[config.mk]
export PLATFORM = sky130hd
export DESIGN_NAME = n_run_gap_segmenter
export DESIGN_NICKNAME = d
export VERILOG_FILES = /design/src/sv/nrgs_pkg.sv /design/src/sv/n_run_gap_segmenter.sv /design/src/sv/nrgs_front.sv /design/src/sv/nrgs_queue.sv /design/src/sv/nrgs_back.sv
export SDC_FILE = /design/constraint.sdc
export NUM_CORES = 1
export LEC_CHECK = 0
export BUFFER_PORTS_ARGS = -buffer_cell sky130_fd_sc_hd__buf_2
export CAP_MARGIN = 0
export CORE_AREA = 2 2 354 356
export DETAILED_ROUTE_END_ITERATION = 12
export DIE_AREA = 0 0 356 358
export PLACE_DENSITY_LB_ADDON = 0.15
export SKIP_LAST_GASP = 1
export SLEW_MARGIN = 20
export SYNTH_ARGS = -nofsm -noshare
export SYNTH_HDL_FRONTEND = slang
export SYNTH_SLANG_ARGS = --single-unit
[constraint.sdc]
create_clock -name clk -period 11.3 [get_ports clk]
set_clock_uncertainty 0.1 [all_clocks]
set_input_delay 2.26 -clock clk [delete_from_list [all_inputs] [get_ports clk]]
set_output_delay 2.26 -clock clk [all_outputs]
set_load 0.05 [all_outputs]
[src/sv/nrgs_pkg.sv]
`timescale 1ns / 1ps
// ----------------------------------------------------------------------------
// nrgs_pkg
// Shared types, constants and helpers for the n-run gap segmenter: the
// request and record structs, the front-to-back command and register codes.
// ----------------------------------------------------------------------------
package nrgs_pkg;

	// Width of positions and counters; results carry the low OUT_W bits.
	localparam int POS_BITS = 32;
	localparam int OUT_W    = 32;
	localparam int CMP_W    = (POS_BITS > OUT_W) ? POS_BITS : OUT_W;

	// Configuration port.
	localparam int DATA_W = 32;
	localparam int ADDR_W = 4;
	localparam logic [1:0] REG_MIN_CONTIG_GAP   = 2'd0;
	localparam logic [1:0] REG_MIN_SCAFFOLD_GAP = 2'd1;
	localparam logic [1:0] REG_SINGLE_CONTIGS   = 2'd2;
	localparam logic [31:0] RST_MIN_CONTIG_GAP   = 32'd25;
	localparam logic [31:0] RST_MIN_SCAFFOLD_GAP = 32'd50000;

	// Lowercase n marks an unknown base.
	localparam logic [7:0] CHAR_UNKNOWN = 8'h6E;

	// Command queue between the front and the back.
	localparam int QUEUE_DEPTH = 4;
	localparam int QPTR_W      = $clog2(QUEUE_DEPTH);

	// Record slots of one command, in output order.
	localparam int EMIT_PRE = 0;  // contig closed by the run
	localparam int EMIT_GAP = 1;  // the gap itself
	localparam int EMIT_END = 2;  // final contig of the sequence
	localparam int EMIT_N   = 3;

	typedef logic [POS_BITS-1:0] pos_t;
	typedef logic [EMIT_N-1:0]   emit_t;

	typedef struct packed {
		logic [7:0] base;
		logic       last_base;
	} in_item_t;

	typedef struct packed {
		logic             is_gap;
		logic [OUT_W-1:0] start_pos;
		logic [OUT_W-1:0] end_pos;
		logic [OUT_W-1:0] part_number;
		logic [OUT_W-1:0] contig_number;
		logic [OUT_W-1:0] seg_length;
		logic             scaffold_gap;
		logic             plain_name;
		logic             last_result;
	} out_item_t;

	typedef struct packed {
		logic [31:0] min_contig_gap;
		logic [31:0] min_scaffold_gap;
		logic        single_contigs;
	} cfg_t;

	// One classified request: which records it causes and their bounds.
	// The leading contig ends where the gap begins.
	typedef struct packed {
		emit_t emit;
		pos_t  pre_from;
		pos_t  gap_from;
		pos_t  gap_to;
		pos_t  end_from;
		pos_t  end_to;
		logic  end_plain;
		logic  seq_end;
	} cmd_t;

	// Low bits of a position or counter as a result field.
	function automatic logic [OUT_W-1:0] to_out(pos_t v);
		return OUT_W'(v);
	endfunction

	// Unsigned compare of a position difference against a 32-bit register.
	function automatic logic pos_ge(pos_t v, logic [31:0] lim);
		logic [CMP_W-1:0] a;
		logic [CMP_W-1:0] b;
		a = CMP_W'(v);
		b = CMP_W'(lim);
		return a >= b;
	endfunction

endpackage

[src/sv/n_run_gap_segmenter.sv]
`timescale 1ns / 1ps
// ----------------------------------------------------------------------------
// n_run_gap_segmenter
// Splits a base stream into contig and gap records at runs of lowercase n.
//
//   Channel   Direction  Handshake                 Payload
//   in        request    in_valid / in_ready        in_item  (in_item_t)
//   out       record     out_valid / out_ready      out_item (out_item_t)
//   cfg       APB write  psel, penable, pwrite      paddr, pwdata / prdata
//
// One base is taken per cycle while the command queue is not full; records
// pass through the command queue and the output register. The back end sends
// one record per cycle while out_ready holds; a base that closes a run and
// ends the sequence gives three records, which the four-entry command queue
// absorbs. Reset clears all sequence state and loads the register defaults;
// there is no clearing pass. in_ready falls only when the queue is full.
// ----------------------------------------------------------------------------
module n_run_gap_segmenter (
	input  logic                        clk,
	input  logic                        arst_n,
	input  logic                        in_valid,
	output logic                        in_ready,
	input  nrgs_pkg::in_item_t          in_item,
	output logic                        out_valid,
	input  logic                        out_ready,
	output nrgs_pkg::out_item_t         out_item,
	input  logic                        psel,
	input  logic                        penable,
	input  logic                        pwrite,
	input  logic [nrgs_pkg::ADDR_W-1:0] paddr,
	input  logic [nrgs_pkg::DATA_W-1:0] pwdata,
	output logic [nrgs_pkg::DATA_W-1:0] prdata,
	output logic                        pready
);

	nrgs_pkg::cfg_t cfg_q;
	nrgs_pkg::cmd_t push_cmd;
	nrgs_pkg::cmd_t head_cmd;
	logic           q_full;
	logic           q_push;
	logic           q_pop;
	logic           head_valid;
	logic           cfg_write;
	logic [1:0]     reg_index;

	assign pready    = 1'b1;
	assign cfg_write = psel && penable && pwrite && pready;
	assign reg_index = paddr[3:2];

	// Configuration registers.
	always_ff @(posedge clk or negedge arst_n) begin
		if (!arst_n) begin
			cfg_q.min_contig_gap   <= nrgs_pkg::RST_MIN_CONTIG_GAP;
			cfg_q.min_scaffold_gap <= nrgs_pkg::RST_MIN_SCAFFOLD_GAP;
			cfg_q.single_contigs   <= 1'b0;
		end else if (cfg_write) begin
			unique case (reg_index)
				nrgs_pkg::REG_MIN_CONTIG_GAP: begin
					cfg_q.min_contig_gap <= pwdata;
				end
				nrgs_pkg::REG_MIN_SCAFFOLD_GAP: begin
					cfg_q.min_scaffold_gap <= pwdata;
				end
				nrgs_pkg::REG_SINGLE_CONTIGS: begin
					cfg_q.single_contigs <= pwdata[0];
				end
				default: begin
				end
			endcase
		end
	end

	// Register read-back.
	always_comb begin
		unique case (reg_index)
			nrgs_pkg::REG_MIN_CONTIG_GAP:   prdata = cfg_q.min_contig_gap;
			nrgs_pkg::REG_MIN_SCAFFOLD_GAP: prdata = cfg_q.min_scaffold_gap;
			nrgs_pkg::REG_SINGLE_CONTIGS:   prdata = {31'b0, cfg_q.single_contigs};
			default:                        prdata = '0;
		endcase
	end

	nrgs_front u_front (
		.clk      (clk),
		.arst_n   (arst_n),
		.in_valid (in_valid),
		.in_ready (in_ready),
		.in_item  (in_item),
		.cfg      (cfg_q),
		.q_full   (q_full),
		.q_push   (q_push),
		.q_cmd    (push_cmd)
	);

	nrgs_queue u_queue (
		.clk        (clk),
		.arst_n     (arst_n),
		.push       (q_push),
		.push_cmd   (push_cmd),
		.pop        (q_pop),
		.full       (q_full),
		.head_valid (head_valid),
		.head_cmd   (head_cmd)
	);

	nrgs_back u_back (
		.clk       (clk),
		.arst_n    (arst_n),
		.cfg       (cfg_q),
		.q_valid   (head_valid),
		.q_cmd     (head_cmd),
		.q_pop     (q_pop),
		.out_valid (out_valid),
		.out_ready (out_ready),
		.out_item  (out_item)
	);

endmodule

[src/sv/nrgs_front.sv]
`timescale 1ns / 1ps
// ----------------------------------------------------------------------------
// nrgs_front
// Takes one base per request, tracks the open contig and the run of unknown
// bases, and turns each request that causes records into a back-end command.
// ----------------------------------------------------------------------------
module nrgs_front (
	input  logic              clk,
	input  logic              arst_n,
	input  logic              in_valid,
	output logic              in_ready,
	input  nrgs_pkg::in_item_t in_item,
	input  nrgs_pkg::cfg_t    cfg,
	input  logic              q_full,
	output logic              q_push,
	output nrgs_pkg::cmd_t    q_cmd
);

	nrgs_pkg::pos_t pos_q;
	nrgs_pkg::pos_t contig_begin_q;
	nrgs_pkg::pos_t run_begin_q;
	logic           in_run_q;
	logic           seen_q;

	nrgs_pkg::pos_t next_pos;
	nrgs_pkg::pos_t run_len;
	nrgs_pkg::pos_t run_begin_nx;
	nrgs_pkg::pos_t contig_begin_nx;
	logic           is_unknown;
	logic           close_inner;
	logic           close_any;
	logic           accept;

	assign in_ready = !q_full;
	assign accept   = in_valid && in_ready;

	// Classify the base against the run state.
	always_comb begin
		is_unknown      = (in_item.base == nrgs_pkg::CHAR_UNKNOWN);
		next_pos        = pos_q + 1'b1;
		run_len         = pos_q - run_begin_q;
		close_inner     = !is_unknown && in_run_q && nrgs_pkg::pos_ge(run_len, cfg.min_contig_gap);
		close_any       = close_inner || (in_item.last_base && is_unknown);
		run_begin_nx    = (is_unknown && !in_run_q) ? pos_q : run_begin_q;
		contig_begin_nx = close_inner ? pos_q : contig_begin_q;
	end

	// Build the command; at most a closed run plus the final contig.
	always_comb begin
		q_cmd                              = '0;
		q_cmd.emit[nrgs_pkg::EMIT_PRE]     = close_any && (run_begin_nx != contig_begin_q);
		q_cmd.emit[nrgs_pkg::EMIT_GAP]     = close_any;
		q_cmd.emit[nrgs_pkg::EMIT_END]     = in_item.last_base && !is_unknown;
		q_cmd.pre_from                     = contig_begin_q;
		q_cmd.gap_from                     = run_begin_nx;
		q_cmd.gap_to                       = is_unknown ? next_pos : pos_q;
		q_cmd.end_from                     = contig_begin_nx;
		q_cmd.end_to                       = next_pos;
		q_cmd.end_plain                    = cfg.single_contigs && !seen_q;
		q_cmd.seq_end                      = in_item.last_base;
		q_push                             = accept && (q_cmd.emit != '0);
	end

	// Sequence state; all of it returns to zero after the last base.
	always_ff @(posedge clk or negedge arst_n) begin
		if (!arst_n) begin
			pos_q          <= '0;
			contig_begin_q <= '0;
			run_begin_q    <= '0;
			in_run_q       <= 1'b0;
			seen_q         <= 1'b0;
		end else if (accept) begin
			if (in_item.last_base) begin
				pos_q          <= '0;
				contig_begin_q <= '0;
				run_begin_q    <= '0;
				in_run_q       <= 1'b0;
				seen_q         <= 1'b0;
			end else begin
				pos_q          <= next_pos;
				contig_begin_q <= contig_begin_nx;
				run_begin_q    <= run_begin_nx;
				in_run_q       <= is_unknown;
				seen_q         <= seen_q || is_unknown;
			end
		end
	end

endmodule

[src/sv/nrgs_queue.sv]
`timescale 1ns / 1ps
// ----------------------------------------------------------------------------
// nrgs_queue
// Short first-in first-out queue of commands between the front and the back.
// ----------------------------------------------------------------------------
module nrgs_queue (
	input  logic           clk,
	input  logic           arst_n,
	input  logic           push,
	input  nrgs_pkg::cmd_t push_cmd,
	input  logic           pop,
	output logic           full,
	output logic           head_valid,
	output nrgs_pkg::cmd_t head_cmd
);

	nrgs_pkg::cmd_t                mem_q [nrgs_pkg::QUEUE_DEPTH];
	logic [nrgs_pkg::QPTR_W-1:0]   wr_ptr_q;
	logic [nrgs_pkg::QPTR_W-1:0]   rd_ptr_q;
	logic [nrgs_pkg::QPTR_W:0]     count_q;

	assign full       = (count_q == (nrgs_pkg::QPTR_W+1)'(nrgs_pkg::QUEUE_DEPTH));
	assign head_valid = (count_q != '0);
	assign head_cmd   = mem_q[rd_ptr_q];

	// Storage write.
	always_ff @(posedge clk) begin
		if (push) begin
			mem_q[wr_ptr_q] <= push_cmd;
		end
	end

	// Pointers and fill count.
	always_ff @(posedge clk or negedge arst_n) begin
		if (!arst_n) begin
			wr_ptr_q <= '0;
			rd_ptr_q <= '0;
			count_q  <= '0;
		end else begin
			if (push) begin
				wr_ptr_q <= wr_ptr_q + 1'b1;
			end
			if (pop) begin
				rd_ptr_q <= rd_ptr_q + 1'b1;
			end
			if (push && !pop) begin
				count_q <= count_q + 1'b1;
			end else if (pop && !push) begin
				count_q <= count_q - 1'b1;
			end
		end
	end

	a_no_overflow : assert property (@(posedge clk) disable iff (!arst_n)
		push |-> (!full || pop))
		else $error("command pushed into a full queue");

	a_no_underflow : assert property (@(posedge clk) disable iff (!arst_n)
		pop |-> head_valid)
		else $error("command popped from an empty queue");

	a_count_bound : assert property (@(posedge clk) disable iff (!arst_n)
		count_q <= (nrgs_pkg::QPTR_W+1)'(nrgs_pkg::QUEUE_DEPTH))
		else $error("queue fill count beyond its depth");

endmodule

[src/sv/nrgs_back.sv]
`timescale 1ns / 1ps
// ----------------------------------------------------------------------------
// nrgs_back
// Walks the records of the head command, one per cycle while out_ready holds,
// numbers them, and holds each in an output register until it is taken.
// ----------------------------------------------------------------------------
module nrgs_back (
	input  logic               clk,
	input  logic               arst_n,
	input  nrgs_pkg::cfg_t     cfg,
	input  logic               q_valid,
	input  nrgs_pkg::cmd_t     q_cmd,
	output logic               q_pop,
	output logic               out_valid,
	input  logic               out_ready,
	output nrgs_pkg::out_item_t out_item
);

	nrgs_pkg::out_item_t out_q;
	logic                out_valid_q;
	nrgs_pkg::emit_t     done_q;
	nrgs_pkg::pos_t      part_q;
	nrgs_pkg::pos_t      contig_q;

	nrgs_pkg::emit_t     rem;
	nrgs_pkg::emit_t     sel;
	nrgs_pkg::emit_t     rem_after;
	nrgs_pkg::pos_t      rec_from;
	nrgs_pkg::pos_t      rec_to;
	nrgs_pkg::pos_t      rec_len;
	nrgs_pkg::pos_t      part_nx;
	nrgs_pkg::pos_t      contig_nx;
	logic                rec_gap;
	logic                rec_plain;
	logic                load;

	assign out_valid = out_valid_q;
	assign out_item  = out_q;

	// Pick the first record of the head command not yet sent.
	always_comb begin
		rem = q_valid ? (q_cmd.emit & ~done_q) : '0;
		sel = '0;
		if (rem[nrgs_pkg::EMIT_PRE]) begin
			sel[nrgs_pkg::EMIT_PRE] = 1'b1;
		end else if (rem[nrgs_pkg::EMIT_GAP]) begin
			sel[nrgs_pkg::EMIT_GAP] = 1'b1;
		end else if (rem[nrgs_pkg::EMIT_END]) begin
			sel[nrgs_pkg::EMIT_END] = 1'b1;
		end
		rem_after = rem & ~sel;
		load      = q_valid && (!out_valid_q || out_ready);
		q_pop     = load && (rem_after == '0);
	end

	// Bounds and kind of the selected record.
	always_comb begin
		rec_from  = q_cmd.end_from;
		rec_to    = q_cmd.end_to;
		rec_gap   = 1'b0;
		rec_plain = q_cmd.end_plain;
		if (sel[nrgs_pkg::EMIT_PRE]) begin
			rec_from  = q_cmd.pre_from;
			rec_to    = q_cmd.gap_from;
			rec_plain = 1'b0;
		end else if (sel[nrgs_pkg::EMIT_GAP]) begin
			rec_from  = q_cmd.gap_from;
			rec_to    = q_cmd.gap_to;
			rec_gap   = 1'b1;
			rec_plain = 1'b0;
		end
		rec_len   = rec_to - rec_from;
		part_nx   = part_q + 1'b1;
		contig_nx = contig_q + 1'b1;
	end

	// Output register; a new record loads as the old one leaves.
	always_ff @(posedge clk) begin
		if (load) begin
			out_q.is_gap        <= rec_gap;
			out_q.start_pos     <= nrgs_pkg::to_out(rec_from + 1'b1);
			out_q.end_pos       <= nrgs_pkg::to_out(rec_to);
			out_q.part_number   <= nrgs_pkg::to_out(part_nx);
			out_q.contig_number <= rec_gap ? '0 : nrgs_pkg::to_out(contig_nx);
			out_q.seg_length    <= nrgs_pkg::to_out(rec_len);
			out_q.scaffold_gap  <= rec_gap && nrgs_pkg::pos_ge(rec_len, cfg.min_scaffold_gap);
			out_q.plain_name    <= rec_plain;
			out_q.last_result   <= (rem_after == '0);
		end
	end

	// Control: valid flag, progress through the command, counters.
	always_ff @(posedge clk or negedge arst_n) begin
		if (!arst_n) begin
			out_valid_q <= 1'b0;
			done_q      <= '0;
			part_q      <= '0;
			contig_q    <= '0;
		end else begin
			if (load) begin
				out_valid_q <= 1'b1;
			end else if (out_ready) begin
				out_valid_q <= 1'b0;
			end
			if (load) begin
				part_q <= part_nx;
				if (q_pop) begin
					done_q <= '0;
				end else begin
					done_q <= done_q | sel;
				end
				if (q_pop && q_cmd.seq_end) begin
					contig_q <= '0;
				end else if (!rec_gap) begin
					contig_q <= contig_nx;
				end
			end
		end
	end

	a_load_has_record : assert property (@(posedge clk) disable iff (!arst_n)
		load |-> $onehot(sel))
		else $error("record loaded from a command with nothing left to send");

	a_part_steps : assert property (@(posedge clk) disable iff (!arst_n)
		load |=> out_q.part_number == nrgs_pkg::to_out($past(part_q) + 1'b1))
		else $error("part number did not advance by one");

	a_gap_fields : assert property (@(posedge clk) disable iff (!arst_n)
		(out_valid_q && out_q.is_gap) |-> (out_q.contig_number == '0 && !out_q.plain_name))
		else $error("gap record carries contig fields");

	a_pop_ends_cmd : assert property (@(posedge clk) disable iff (!arst_n)
		q_pop |=> (done_q == '0 && out_q.last_result))
		else $error("command popped without its last record");

endmodule
Yosys cells after proc, flatten, opt, wreduce, memory -nomap -nowiden
Memories as Yosys holds them, arrays and structs flattened.
Index checks and enable logic that the tools add are counted.
Storage, ports and cells
  logic and storage cells: 116
  output and inout port bits: 199
  flip-flop bits (word level): 402
  memories kept: 1
  bits in writable memories: 660
  bits of input ports: 52
Cells by class
  mux-type cells: 30
  equality and inequality tests: 6
  reduce and logical (&&, ||, !) cells: 38
  magnitude comparators: 2
  add/sub/neg operators: 10
  bitwise gates (word level): 5
Memories
  u_queue.mem_q: depth 4, bits a word 165, read ports 1, clocked after Yosys merged registers in 0, wr ports 1, RTL line nrgs_queue.sv:17  | nrgs_pkg::cmd_t mem_q [nrgs_pkg::QUEUE_DEPTH];
Operators with widths (number)
  two-way mux 32 bit: 12
  adder 32 x 1 -> 32 bit (second input constant): 4
  one-hot mux 32 bit (3 select lines): 1
  >= comparator 32 bit: 2
  subtractor 32 bit: 2
  inequality test 32 bit: 1
  logical AND 1 bit: 17
  two-way mux 1 bit: 12
  two-way mux 3 bit: 4
  equality test 8 x 7 -> 1 bit (second input constant): 1
  AND reduction 2 bit: 4
  zero test 1 bit: 7
  AND 3 bit: 2
  NOT 3 bit: 2
  nonzero test 3 bit: 2
  adder 2 x 1 -> 2 bit (second input constant): 2
  nonzero test 2 bit: 2
  adder 3 x 1 -> 3 bit (second input constant): 1
  equality test 3 bit (second input constant): 1
  zero test 3 bit: 1
  logical OR 1 bit: 3
  OR 3 bit: 1
  subtractor 3 x 1 -> 3 bit (second input constant): 1
  equality test 2 x 1 -> 1 bit (second input constant): 1
  5 further kinds: 5

Logic depth before layout (Yosys ltp)
  depth after elaboration: 13
  gate-level depth with buffers: 34
  depth with buffers taken out: 28

By module
From an unflattened synthesis, not the netlist that was laid out.
Unflattened totals
  cells, all modules: 3698
  area, all modules: 50185.6 um^2
Modules (own cells, without submodules)
  nrgs_queue: sequential area each 19994.2 um^2, cells an instance 896, area an instance 24210.7 um^2, instances 1
  nrgs_back: sequential area each 6626.4 um^2, cells an instance 1390, area an instance 13688.1 um^2, instances 1
  nrgs_front: sequential area each 2452.4 um^2, cells an instance 1196, area an instance 9220.1 um^2, instances 1
  n_run_gap_segmenter: sequential area each 1637.8 um^2, cells an instance 216, area an instance 3066.7 um^2, instances 1

Worst setup path before layout
OpenSTA, ideal clock, no wires.
  kind: reg2reg
  from: reg u_front.pos_q[0]
  to: mem u_queue.mem_q[0][0] (netlist name) (enable)
  library setup time: 0.693 ns
  period minus slack after synthesis: 11.802 ns
  buffers on the path: 1
  cell stages (with the launch flop): 22
  data required time: 10.507 ns
  arrival time: 11.010 ns
  slack: -0.502 ns
  cells stage by stage: dfrtp_1 inv_1 ha_1 inv_1 fa_1 a211oi_1 o21ai_0 a21boi_1 o21a_1 nor3_1 a41o_1 o31a_1 a211oi_1 xnor2_1 ha_1 nand4_1 nor2_1 nand4_1 a21oi_1 clkbuf_1 o31ai_1 nor2_1
Between the ends
  cells in the longest elaborated chain, start to end: 9
  elaborated cells on any way between the ends: 11
  those cells by class: add/sub (1); order compare (1); eq/ne (1); mux (3); reduce/logical (5)
Ends and longest elaborated chain
  from (decl): RTL line nrgs_front.sv:19  | nrgs_pkg::pos_t pos_q;
  from (signal assigned): RTL line nrgs_front.sv:80  | pos_q <= next_pos;
  subtractor 32 bit: RTL line nrgs_front.sv:41  | run_len = pos_q - run_begin_q;
  >= comparator 32 bit: RTL line nrgs_pkg.sv:86  | return a >= b;
  logical AND 1 bit: RTL line nrgs_front.sv:42  | close_inner = !is_unknown && in_run_q && nrgs_pkg::pos_ge(run_len, cfg.min_contig_gap);
  logical OR 1 bit: RTL line nrgs_front.sv:43  | close_any = close_inner || (in_item.last_base && is_unknown);
  logical AND 1 bit: RTL line nrgs_front.sv:51  | q_cmd.emit[nrgs_pkg::EMIT_PRE] = close_any && (run_begin_nx != contig_begin_q);
  nonzero test 3 bit *: RTL line nrgs_front.sv:61  | q_push = accept && (q_cmd.emit != '0);
  logical AND 1 bit *: RTL line nrgs_front.sv:61
  two-way mux 1 bit *: RTL line nrgs_queue.sv:28  | if (push) begin
  two-way mux 1 bit (implied by the code) *: RTL line nrgs_queue.sv:29  | mem_q[wr_ptr_q] <= push_cmd;
  to (decl): RTL line nrgs_queue.sv:17
Every way passes the cells marked *; elsewhere a longest branch is shown, timed or not.

Worst setup path in the final report
  from: reg u_queue.rd_ptr_q[1] (netlist name)
  to: reg u_back.out_q, in the netlist u_back.out_item[2] (data pin)
Between the ends
  cells in the longest elaborated chain, start to end: 10
  elaborated cells on any way between the ends: 15
  those cells by class: add/sub (1); order compare (1); mux (10); bitwise (1); reduce/logical (1); memory (1)
Ends and longest elaborated chain
  from (decl): RTL line nrgs_queue.sv:19  | logic [nrgs_pkg::QPTR_W-1:0] rd_ptr_q;
  from (signal assigned): RTL line nrgs_queue.sv:44  | rd_ptr_q <= rd_ptr_q + 1'b1;
  memory read (4 x 165 bit) *
  AND 3 bit: RTL line nrgs_back.sv:42  | rem = q_valid ? (q_cmd.emit & ~done_q) : '0;
  two-way mux 3 bit: RTL line nrgs_back.sv:42
  two-way mux 1 bit: RTL line nrgs_back.sv:46  | end else if (rem[nrgs_pkg::EMIT_GAP]) begin
  two-way mux 2 bit: RTL line nrgs_back.sv:44  | if (rem[nrgs_pkg::EMIT_PRE]) begin
  two-way mux 32 bit: RTL line nrgs_back.sv:66  | end else if (sel[nrgs_pkg::EMIT_GAP]) begin
  two-way mux 32 bit: RTL line nrgs_back.sv:62  | if (sel[nrgs_pkg::EMIT_PRE]) begin
  subtractor 32 bit *: RTL line nrgs_back.sv:72  | rec_len = rec_to - rec_from;
  via u_back.rec_len[25]: RTL line nrgs_back.sv:30  | nrgs_pkg::pos_t rec_len;
  >= comparator 32 bit *: RTL line nrgs_pkg.sv:86
  logical AND 1 bit *: RTL line nrgs_back.sv:86  | out_q.scaffold_gap <= rec_gap && nrgs_pkg::pos_ge(rec_len, cfg.min_scaffold_gap);
  to (decl): RTL line nrgs_back.sv:19  | nrgs_pkg::out_item_t out_q;
Mark *: on every way through the listed nets, which the timed path passes. The rest lies on a longest branch.
A chain may end at the register's enable or synchronous reset.

==> key figures <==
Timing
  • Final worst-path cycle share: 70.8%
  • Final setup vio count: 0
  • Slew @ Worst Pin: 1.13 ns
  • RSZ-0062 raised after global routing: no
  • Max frequency: 125 MHz
  • Slew Viols, Final: 0
  • Worst hold slack: 0.391 ns
  • Final hold vios: 0
  • Relative slew margins: 23.8%
  • Final min period: 8.00 ns
  • Setup WS post-layout: 3.30 ns

Drt
  • DRT Pass-1 Iters: 5
  • WL final: 130000 um
  • Routed vias/inst: 5.35
  • Wire length per cell: 23.4 um
  • # DRC: 0
  • Starting DRT DRC Count: 2802
  • Antenna Nets Post-Route: 0
  • Via count: 29.8k

Power and ir drop
  • Comb pwr share: 48.9%
  • Power Total: 0.0186 W
  • Max rail drop VDD: 0.216 mV
  • Power per Cell Area: 332 nW/um2
  • Pleak: 21.4 nW
  • Internal power: 0.0107 W
  • Clock group share of total power: 20.2%
  • P_sw: 0.00786 W
  • Sequential power share: 30.9%
  • Sw frac: 42.4%

Synthesis
  • Synthesized flop and latch total: 1062
  • Synthesized area: 49200 um2
  • Mapped Cells: 3624
  • Number of synthesized flops with an enable pin: 824
  • Yosys warning count: 0
  • Top FF cell, synth: edfxtp_1
  • Mapped Avg Cell Area: 13.6 um2
  • Asr flop ratio synth: 22.4%
  • Register area share after synthesis: 62.4%
  • Cell variety after synth: 77
  • Syn_nets: 3814

Place
  • IO Port Bufs: 247
  • GP Congestion: 0.839
  • Dpl ws: 3.13 ns
  • HPWL Detailed: 86300 um
  • Cell area after placement: 52200 um2

Global route
  • Grt ovf: 0
  • Gr usage total: 20.4%
  • Initial antenna violation count: 3
  • Vias in the first global route: 29.5k
  • Largest net degree at the start of global routing: 133
  • First-pass GRT wire length: 194000 um

Min path
  • Hold WC Path Type: flip-flop to flip-flop
  • Worst Hold Depth: 1
  • Worst Min Path Start: u_back.done_q[2]
  • WHS Endpoint: u_back.done_q[2]

Setup path
  • R2r setup slk: 3.30 ns
  • CP Launch Type: flip-flop
  • R2r startpoint: u_queue.rd_ptr_q[1]
  • Buf+Inv Stages, Crit Path: 3
  • WP data required: 11.63 ns
  • WS Path Type: flip-flop to flip-flop
  • Crit path capture type: flip-flop
  • Worst r2r dst: u_back.out_item[2]
  • CP max FO: 94
  • CP max-delay cell: dfrtp_4
  • CP peak stage delay: 0.78 ns
  • Worst EP arrival: 8.34 ns
  • Delay-heaviest family, CP: compound AO/OA/AOI/OAI gates
  • Worst Reg-to-Reg Cells: 27

Clocking
  • Post-CTS setup buffer count: 0
  • H-tree Lvls: 3
  • Clk_lat worst skew: 0.71 ns
  • Worst-path clk slew: 0.06 ns
  • CTS Sinks: 1062
  • TritonCTS clock tree: yes
  • CTS max path bufs: 3
  • CTS Hold Buffers Added: 0
  • CTS root buf: clkbuf_16
  • TritonCTS buffer count: 111
  • Post-cts sizing count: 0

Floorplanning
  • Die Y-Extent: 358 um
  • I/O pin count: 251
  • Core area: 123000 um2
  • Floorplan die width: 356 um
  • Starting Density: 39.9%
  • Die area: 127000 um2
  • Row cnt: 129

Cells and area
  • Diode count: 0
  • Fill cells: 11.1k
  • Design area: 55900 um2
  • P&R area growth vs syn: 13.7%
  • Sequential cell area: 30700 um2
  • Nets: 4032
  • Util after Layout: 45.4%
  • Multi-input gate area: 16900 um2
  • Share of cells above drive strength 1: 17.4%

Run
  • Max cap viols: 0

Outcome
  • Status: complete, no violations
## flip-flops by register name (all words and copies together), names as in the netlist
name                    count
cfg_q                      65
u_back.contig_q            32
u_back.done_q               3
u_back.out_item           164
u_back.out_valid            1
u_back.part_q              32
u_front.contig_begin_q     32
u_front.in_run_q            1
u_front.pos_q              32
u_front.run_begin_q        32
u_front.seen_q              1
u_queue.count_q             3
u_queue.mem_q             660
u_queue.rd_ptr_q            2
u_queue.wr_ptr_q            2
## worst max-delay path by stage
stage	cells past startpoint	end	start	slack, ns
after floorplan	21	u_queue.mem_q[0][0]	u_front.pos_q[0]	-0.50
after global routing	27	u_back.out_item[2]	u_queue.rd_ptr_q[1]	2.80
after global placement	27	u_back.out_item[2]	u_queue.rd_ptr_q[1]	3.19
after detailed placement	27	u_back.out_item[2]	u_queue.rd_ptr_q[1]	3.13
final	27	u_back.out_item[2]	u_queue.rd_ptr_q[1]	3.30
after CTS	27	u_back.out_item[2]	u_queue.rd_ptr_q[1]	3.10
## layout by cell type, fill, tap and decap left out, drive strengths merged, types with 17 or more instances in the layout
| cell | count |
|---|---|
| dfrtp | 229 |
| xnor2 | 196 |
| a21oi | 98 |
| nor3 | 31 |
| o21ai | 294 |
| xor2 | 102 |
| o22ai | 30 |
| buf | 298 |
| clkinv | 43 |
| nor3b | 31 |
| a21o | 46 |
| nor2 | 205 |
| o311ai | 34 |
| nand3 | 72 |
| mux4 | 165 |
| nand4 | 45 |
| ha | 135 |
| edfxtp | 824 |
| clkbuf | 147 |
| inv | 224 |
| nand2 | 307 |
| nor2b | 17 |
| and3 | 35 |
| mux2i | 126 |
## stage by stage
step / setup TNS (ns) / std cells
finish: 0 / 5576
global route: 0 / 5576
CTS: 0 / 5576
detailed placement: 0 / 5366
global placement: 0 / 5366
floorplan: -331.64 / 3624
## cell families (layout without fill, tap and decap cells)
| kind of cell | after synthesis | count (layout) | synth area share [%] |
|---|---|---|---|
| muxes | 296 | 296 | 10.2 |
| other | 1 | 1 | 0.00762 |
| buffers and inverters | 413 | 728 | 3.40 |
| DFF | 1062 | 1062 | 62.4 |
| xor gates and xnor gates | 298 | 298 | 5.30 |
| adders and majority gates | 138 | 138 | 3.55 |
| AOI/OAI and AO/OA | 594 | 594 | 7.21 |
| and+or+nand+nor | 822 | 822 | 7.90 |
## layout make-up
type	instances	share of cell area (%)
clock inverter	63	1.18
inverter	220	1.49
sequential	1062	54.9
timing repair buffer	298	3.01
clock buffer	147	5.47
multi-input combinational	2149	30.3
tap	1637	3.66
## routing by layer
layer | GRT usage (%) | wire length (um) | vias up
met5 | 0 | 41 | -
li1 | - | - | 13800
met1 | 29.5 | 60600 | 15100
met2 | 32.2 | 60400 | 753
met3 | 2.61 | 6270 | 174
met4 | 5.97 | 3170 | 6
## cell usage after synthesis (43+ instances only)
cell type  instances  area, um2
ha_1             135       1690
nor2_1           205        769
o21ai_0          270       1350
nand3_1           70        350
inv_1            217        815
mux2i_1          126       1260
xnor2_1          196       1720
clkbuf_1         137        514
edfxtp_1         824      24700
dfrtp_1          229       5730
nand2_1          307       1150
mux4_2           165       3720
xor2_1           102        893
nand4_1           43        269
a21oi_1           98        490
a21o_1            46        345
## power groups by stage
stage	clock [W]	combinational (W)	sequential, W
global route	0.00399	0.00993	0.00581
global placement	0	0.00914	0.00581
floorplan	0	0.00552	0.00667
CTS	0.00383	0.00920	0.00575
detailed placement	0	0.00916	0.00582
finish	0.00374	0.00908	0.00573
(Power assumes the default switching activity.)
